### src/rtl/knt_pkg.sv
// ============================================================================
// knt_pkg
// Shared types, codes and widths of the keyed node table.
// ============================================================================
package knt_pkg;

    // Default table geometry
    localparam int TABLE_ENTRIES_DEF = 64;
    localparam int PAYLOAD_BITS_DEF  = 64;

    // Fixed field widths
    localparam int NODE_ID_BITS       = 32;
    localparam int PAYLOAD_FIELD_BITS = 64;
    localparam int COUNT_FIELD_BITS   = 7;
    localparam int REQ_TYPE_BITS      = 2;
    localparam int STATUS_BITS        = 2;

    // Stream widths
    localparam int S_TDATA_BITS = 96;
    localparam int S_TUSER_BITS = 3;
    localparam int M_TDATA_BITS = 72;
    localparam int M_TUSER_BITS = 3;

    // Request kinds
    localparam logic [REQ_TYPE_BITS-1:0] REQ_ADD    = 2'd0;
    localparam logic [REQ_TYPE_BITS-1:0] REQ_REMOVE = 2'd1;
    localparam logic [REQ_TYPE_BITS-1:0] REQ_LOOKUP = 2'd2;

    // Result status codes
    localparam logic [STATUS_BITS-1:0] STATUS_OK        = 2'd0;
    localparam logic [STATUS_BITS-1:0] STATUS_PRESENT   = 2'd1;
    localparam logic [STATUS_BITS-1:0] STATUS_FULL      = 2'd2;
    localparam logic [STATUS_BITS-1:0] STATUS_NOT_FOUND = 2'd3;

    typedef struct packed {
        logic [PAYLOAD_FIELD_BITS-1:0] payload_in;
        logic                          overwrite;
        logic [NODE_ID_BITS-1:0]       node_id;
        logic [REQ_TYPE_BITS-1:0]      req_type;
    } knt_request_t;

    typedef struct packed {
        logic [COUNT_FIELD_BITS-1:0]   entry_count;
        logic [PAYLOAD_FIELD_BITS-1:0] payload_out;
        logic                          found;
        logic [STATUS_BITS-1:0]        status;
    } knt_result_t;

endpackage

### src/rtl/knt_out_buf.sv
// ============================================================================
// knt_out_buf
// Output register that holds a finished result until the sink takes it.
// ============================================================================
module knt_out_buf
    import knt_pkg::*;
(
    input  logic        clk,
    input  logic        rst_n,
    input  logic        res_valid,
    output logic        res_ready,
    input  knt_result_t res,
    output logic        out_valid,
    input  logic        out_ready,
    output knt_result_t out_data
);

    logic        out_valid_reg, out_valid_next;
    knt_result_t out_data_reg, out_data_next;

    assign res_ready = !out_valid_reg || out_ready;

    always_comb
    begin
        out_valid_next = out_valid_reg;
        out_data_next  = out_data_reg;
        if (res_ready)
        begin
            out_valid_next = res_valid;
            if (res_valid)
            begin
                out_data_next = res;
            end
        end
    end

    always_ff @(posedge clk or negedge rst_n)
    begin
        if (!rst_n)
        begin
            out_valid_reg <= 1'b0;
        end
        else
        begin
            out_valid_reg <= out_valid_next;
        end
    end

    always_ff @(posedge clk)
    begin
        out_data_reg <= out_data_next;
    end

    assign out_valid = out_valid_reg;
    assign out_data  = out_data_reg;

endmodule

### config.mk
export PLATFORM = sky130hd
export DESIGN_NAME = knt_out_buf
export DESIGN_NICKNAME = d
export VERILOG_FILES = /design/src/rtl/knt_pkg.sv /design/src/rtl/knt_out_buf.sv
export SDC_FILE = /design/constraint.sdc
export NUM_CORES = 1
export LEC_CHECK = 0
export BUFFER_PORTS_ARGS = -buffer_cell sky130_fd_sc_hd__buf_2
export CAP_MARGIN = 20
export CORE_UTILIZATION = 41
export CTS_CLUSTER_SIZE = 14
export DETAILED_ROUTE_END_ITERATION = 7
export GPL_TIMING_DRIVEN = 0
export PLACE_DENSITY = 0.79
export SLEW_MARGIN = 20
export SYNTH_ARGS = -nofsm -noshare
export SYNTH_HDL_FRONTEND = slang
export SYNTH_SLANG_ARGS = --single-unit
### constraint.sdc
create_clock -name clk -period 1.7 [get_ports clk]
set_clock_uncertainty 0.05 [all_clocks]
set_input_delay 0.17 -clock clk [delete_from_list [all_inputs] [get_ports clk]]
set_output_delay 0.17 -clock clk [all_outputs]
set_load 0.01 [all_outputs]
Word level (Yosys, flattened, before mapping) --
Index checks and enable logic that the tools add are counted.
Word-level totals: register bits 75, output and inout port bits 76, word-level logic and storage cells 8
Cells by class: reduce and logical (&&, ||, !) cells 3
Operators by type and width (number):
- 2-bit AND reduction | 1
- 1-bit zero test | 1
- 1-bit logical OR | 1

Depth between registers and ports, before layout --
Gate-level depths: netlist of run 1.
word-level depth 3, mapped depth 2, gate-level depth less buffers 2

Least setup slack after synthesis of run 1 --
OpenSTA, ideal clock, no wires.
kind flip-flop to flip-flop, start point register out_valid_reg, in the netlist out_valid, end point register out_data_reg, in the netlist out_data[0], enable pin, data arrival time 1.144 ns, path slack 0.125 ns, stages on the path, launching flop included 3, path buffers 0, period minus slack after synthesis 1.575 ns, cell sequence dfrtp_1 nand2b_4 and2_4
Between the ends: word-level cells in the longest chain between the ends 3
Ends and longest elaborated chain:
- start, declared | line knt_out_buf.sv:18 | logic out_valid_reg, out_valid_next;
- start signal, assigned | line knt_out_buf.sv:45 | out_valid_reg <= out_valid_next;
- 1-bit zero test | line knt_out_buf.sv:21 | assign res_ready = !out_valid_reg || out_ready;
- 1-bit logical OR | line knt_out_buf.sv:21
- via res_ready | line knt_out_buf.sv:11 | output logic res_ready,
- 2-bit AND reduction (no source line)
- end signal, assigned | line knt_out_buf.sv:51 | out_data_reg <= out_data_next;
- end, declared | line knt_out_buf.sv:19 | knt_result_t out_data_reg, out_data_next;
The timed path passes the listed nets, and every way through them passes these cells. A chain may end at the register's enable or synchronous reset.

Worst setup path after layout of run 1 --
start point register out_valid_reg, in the netlist out_valid, end point register out_data_reg, in the netlist out_data[50], enable pin
Between the ends: word-level cells in the longest chain between the ends 3
Ends and longest elaborated chain (line):
- 1-bit zero test | knt_out_buf.sv:21
- 1-bit logical OR | knt_out_buf.sv:21
- 2-bit AND reduction (no source line)
Every way passes these cells.

==> summary.md, run 1 <==
| Metric | Value |
|---|---|
| Synth top area share | `97.6%` |
| Routability cong. | `0.693` |
| Met1 wire length | `2.56 mm` |
| Combinational power share | `10.9%` |
| Ys flop type | `edfxtp_1` |
| Setup crit end kind | `register` |
| Total Nets Final | `396` |
| Clock buffer depth | `2` |
| Core Region | `5240 um2` |
| DRT Wirelength | `6.96 mm` |
| Antenna cells | `0` |
| Height of the die | `76.5 um` |
| CTS root buf | `clkbuf_8` |
| CTS tree | `built` |
| Worst r2r path cells | `2` |
| Top routing layer in use | `met4` |
| Final worst path period need | `1.43 ns` |
| Initial antenna violation count | `0` |
| WL met3 | `627 um` |
| Drt first-iter violations | `89` |
| IO Pins | `154` |
| Critical path's largest stage delay | `0.47 ns` |
| Routed Antenna Nets | `0` |
| Area occupied by multi-input gates | `37.5 um2` |
| Post-synthesis sequential area ratio | `98.7%` |
| Vias per cell | `4.58` |
| Worst-Skew Late Latency | `0.32 ns` |
| Yosys warns | `0` |
| DRC Markers | `0` |
| # clock sinks | `75` |
| DR vias | `1799` |
| Max FFs per register | `74` |
| Period utilization | `84.1%` |
| Layout cell share with drive strength beyond 1 | `52.6%` |
| Post-synth top cells | `edfxtp_1, and2_4, dfrtp_1, nand2b_1, nand2b_4` |
| Post-CTS Setup Inserts | `0` |
| Highest attainable clock frequency | `0.699 GHz` |
| Register area | `2250 um2` |
| WL met2 | `3.64 mm` |
| IO buf count | `153` |
| Post-synth ARST share | `1.33%` |
| Num rows | `26` |
| Yosys top cell by area | `edfxtp_1` |
| Setup_tns | `0 ns` |
| Worst min path class | `input port to register` |
| CP Launch Type | `register` |
| Fin. Hold Viols | `0` |
| Worst-path fanout max | `37` |
| Average routed wire per standard cell | `17.7 um` |
| Outcome | `finished, final reports clean` |
| Fillers | `293` |
| Synthesized flop and latch total | `75` |
| Internal Power | `0.00320 W` |
| Pwr Density | `989 nW/um2` |
| Worst reg2reg path endpoint | `out_data[50]` |
| Post-DP HPWL | `3.38 mm` |
| Beginning of the worst hold path | `res_valid` |
| Slew margin rel. | `66.4%` |
| Slew Viols, Final | `0` |
| Clk network pwr share | `35.2%` |
| Crit path required time | `1.61 ns` |
| Max-Cap Viols | `0` |
| Distinct cells, synth | `5` |
| CTS H-Tree Depth | `3` |
| Share of power burned in registers | `53.9%` |
| Synth Net Count | `156` |
| Syn Std Cell Area | `2280 um2` |
| Die Area | `5850 um2` |
| Sw power | `0.000855 W` |
| Chip Width | `76.5 um` |
| EDFF count, synth | `74` |
| Drt pass-1 iters | `5` |
| RSZ-0062 raised after global routing | `false` |
| Worst reg2reg setup slack | `0.27 ns` |
| First-pass GRT wire length | `10.3 mm` |
| Worst slew pin tran | `0.503 ns` |
| Final core occ | `78.2%` |
| Reg-to-reg startpoint | `out_valid` |
| Avg Inst Size Synth | `29.2 um2` |
| Final setup violation count | `0` |
| Largest net degree at the start of global routing | `38` |
| Area Growth Syn to Fin | `80.0%` |
| Number of CTS-inserted buffers | `9` |
| Hold EP | `out_valid` |
| Synth Instances | `78` |
| Sw Share | `21.1%` |
| Most frequent cell after synthesis | `edfxtp_1` |
| Vias in the first global route | `1924` |
| VDD IR max | `0.873 mV` |
| CTS clk-pin slew, worst paths | `0.07 ns` |
| Gr usage total | `24.9%` |
| Initial Util | `43.5%` |
| Static Leak | `1.76 nW` |
| Crit path DAT | `1.34 ns` |
| GRT overflow | `0` |
| Worst-path cell chain | `nand2b_4 -> and2_4` |
| Slowest cell on crit path | `and2_4` |
| Synth top area cells | `edfxtp_1, dfrtp_1, nand2b_4, and2_4, nand2b_1` |
| Hold Path Cell Cnt | `2` |
| CP Class | `register to register` |
==> worst max path at each step <==
stage / slack (ns) / cells past startpoint / end / startpoint
after floorplan: 0.13 / 2 / out_data[0] / out_valid
after global placement: 0.04 / 2 / out_data[7] / out_valid
after detailed placement: 0.009 / 2 / out_data[7] / out_valid
after CTS: 0.009 / 2 / out_data[21] / out_valid
after global routing: 0.21 / 2 / out_data[50] / out_valid
final: 0.27 / 2 / out_data[50] / out_valid
==> area by class of cell <==
| cell class | instances | share of cell area (%) |
|---|---|---|
| clock buffer | 14 | 4.22 |
| clock inverter | 2 | 0.855 |
| multi-input combinational | 4 | 0.916 |
| sequential | 75 | 54.9 |
| tap | 70 | 2.14 |
| timing repair buffer | 228 | 37.0 |
==> power groups by stage <==
stage / sequential [W] / combinational, W / clock (W)
after CTS: 0.00218 / 0.000428 / 0.00142
final: 0.00218 / 0.000441 / 0.00143
after floorplan: 0.00228 / 0.0000393 / 0
after detailed placement: 0.00222 / 0.000287 / 0
after global routing: 0.00219 / 0.000469 / 0.00151
after global placement: 0.00221 / 0.000279 / 0
==> through the flow <==
step	area, um2	hold slack, ns	std cells	total power (W)	setup slack [ns]
final	4100	0.0801	393	0.00405	0.270
after detailed placement	3130	-0.103	301	0.00251	0.00928
after floorplan	2280	-0.176	78	0.00232	0.125
after global routing	4100	0.0776	393	0.00417	0.208
after global placement	3130	-0.104	301	0.00249	0.0421
after CTS	4100	0.0473	393	0.00403	0.00943
==> placed cells by master, fill, tap and decap left out <==
| cell | netlist | final |
|---|---|---|
| and2_4 | 1 | 2 |
| buf_2 | 0 | 153 |
| bufinv_16 | 0 | 1 |
| clkbuf_1 | 0 | 2 |
| clkbuf_8 | 0 | 12 |
| clkinv_2 | 0 | 1 |
| dfrtp_1 | 1 | 1 |
| dlygate4sd3_1 | 0 | 75 |
| edfxtp_1 | 74 | 74 |
| nand2b_1 | 1 | 1 |
| nand2b_4 | 1 | 1 |
==> kinds of logic after synthesis <==
kind of cell | after synthesis | share of synthesized area [%]
simple gates | 3 | 1.26
flops | 75 | 98.7
==> per-layer routing <==
layer / vias up / track usage, %
met1: 870 / 29.0
met4: 0 / 10.2
met3: 12 / 6.95
met5: - / 0
li1: 793 / -
met2: 124 / 43.2
==> repair_timing <==
item	4_1_cts	5_1_grt
setup endpoints to repair	74	37
hold buffers	75	0
cloned	1	0
endpoints found under the hold margin	75	0
gates resized for setup	0	1
pin swaps	1	0
==> critical path: cells and delay by family (launching register included) <==
family	cells	cell delay [ns]
and+or+nand+nor	2	0.58
DFF	1	0.43
Note: power is estimated with default switching activity, not from simulation.
==> run 2, diff against run 1 <==
==> constraint.sdc (replaced) <==
create_clock -name clk -period 1.4 [get_ports clk]
set_clock_uncertainty 0.05 [all_clocks]
set_input_delay 0.14 -clock clk [delete_from_list [all_inputs] [get_ports clk]]
set_output_delay 0.14 -clock clk [all_outputs]
set_load 0.01 [all_outputs]
==> run 2 against run 1 <==
Against the previous run:
- global-route usage down 0.13 points
- clock-buffer cell count down 4
- combinational power up 24%
- first-iteration DRC count down 39%
- critical path depth unchanged
- clock power up 12%
- register-to-register slack worse by 0.13 ns
- maximum frequency up 14%
==> summary.md, run 2 (same netlist as run 1, synthesis figures left out) <==
| Metric | Value |
|---|---|
| GRT overflow | `0` |
| Worst reg2reg setup slack | `0.14 ns` |
| Initial antenna violation count | `0` |
| Slew margin rel. | `82.4%` |
| Critical path's largest stage delay | `0.43 ns` |
| IO Pins | `154` |
| RSZ-0062 raised after global routing | `false` |
| Crit path DAT | `1.24 ns` |
| Highest attainable clock frequency | `0.794 GHz` |
| CTS tree | `built` |
| Setup crit end kind | `register` |
| Met1 wire length | `2.51 mm` |
| IO buf count | `153` |
| Finished Layout Cells | `395` |
| Final setup violation count | `0` |
| # clock sinks | `75` |
| Core Region | `5240 um2` |
| Antenna cells | `0` |
| VDD IR max | `0.883 mV` |
| WL met3 | `500 um` |
| Vias per cell | `4.49` |
| Number of CTS-inserted buffers | `9` |
| DRC Markers | `0` |
| Height of the die | `76.5 um` |
| Max-Cap Viols | `0` |
| Worst slew pin tran | `0.264 ns` |
| Pwr Density | `1170 nW/um2` |
| Crit path max-delay family | `simple AND/OR/NAND/NOR gates` |
| Post-CTS Setup Inserts | `0` |
| Worst-path cell chain | `nand2b_4 -> and2_4` |
| CTS H-Tree Depth | `3` |
| Static Leak | `1.75 nW` |
| Final worst path period need | `1.26 ns` |
| Area occupied by multi-input gates | `55.1 um2` |
| Crit path required time | `1.38 ns` |
| DRT Wirelength | `6.97 mm` |
| First-pass GRT wire length | `10.2 mm` |
| DR vias | `1775` |
| Setup_tns | `0 ns` |
| Routed Antenna Nets | `0` |
| Die Area | `5850 um2` |
| Worst path bufs/invs | `0` |
| Gr usage total | `24.7%` |
| Num rows | `26` |
| # placed instances | `301` |
| CTS clk-pin slew, worst paths | `0.08 ns` |
| Worst-path fanout max | `19` |
| Chip Width | `76.5 um` |
| Slowest cell on crit path | `dfrtp_1` |
| Worst-Skew Late Latency | `0.35 ns` |
| Slew Viols, Final | `0` |
| Layout cell share with drive strength beyond 1 | `52.6%` |
| Fillers | `307` |
| Top routing layer in use | `met4` |
| Clock buffer depth | `2` |
| Final Power | `0.00480 W` |
| Area Growth Syn to Fin | `79.7%` |
| WL met2 | `3.81 mm` |
| CTS root buf | `clkbuf_8` |
| Max FFs per register | `74` |
| Worst min path class | `input port to register` |
| Most frequent cells in the layout | `buf_2, dlygate4sd3_1, edfxtp_1` |
| Initial Util | `43.5%` |
| Outcome | `finished, final reports clean` |
| Vias in the first global route | `2005` |
| Fin. Hold Viols | `0` |
| CP Launch Type | `register` |
| Average routed wire per standard cell | `17.7 um` |
| Period utilization | `89.9%` |
| Drt pass-1 iters | `4` |
| Largest net degree at the start of global routing | `38` |
| Routability cong. | `0.754` |
| Commonest non-fill, non-tap cell in the layout | `buf_2` |
| CP Class | `register to register` |
| Register area | `2250 um2` |
| Drt first-iter violations | `54` |
| Total Nets Final | `398` |
run 2: final timing paths:
kind	from	endpoint	depth (start not counted)
hold reg to reg	out_valid	out_valid	2
setup reg to reg	out_valid	out_data[64]	2
hold / removal	res_valid	out_valid	2
min in group asynchronous	rst_n	out_valid	2
setup / recovery	out_valid	out_data[64]	2
max in group asynchronous	rst_n	out_valid	2
run 2: report_power, final:
group / internal (W) / switching [W] / total (W)
Clock: 0.000810 / 0.000792 / 0.00160
Sequential: 0.00261 / 0.0000347 / 0.00265
Combinational: 0.000301 / 0.000245 / 0.000546
Total: 0.00372 / 0.00107 / 0.00480
run 2: cell type report:
cell class,instances,area share (%)
clock buffer,10,3.12
timing repair buffer,228,37.1
clock inverter,6,1.38
multi-input combinational,6,1.35
sequential,75,54.9
tap,70,2.14
run 2: through the flow:
stage	area (um2)	setup WS, ns	hold slack [ns]	util [%]
after global routing	4090	0.0920	0.0466	78.1
after detailed placement	3130	-0.287	-0.134	59.7
after floorplan	2280	-0.172	-0.206	-
after CTS	4080	0.0152	0.0128	77.9
final	4090	0.141	0.0624	78.1
after global placement	3130	-0.254	-0.135	59.7
run 2: per-layer routing:
metal,up-vias,track usage [%]
met1,863,25.6
met3,12,9.22
li1,799,-
met5,-,0
met4,0,9.81
met2,101,44.9
run 2: repair_timing:
item | in CTS | in global routing
setup endpoints to repair | 74 | 55
cloned | 2 | 1
hold endpoints to repair | 75 | 0
pin swaps | 2 | 0
hold buffers | 75 | 0
gates resized for setup | 1 | 2
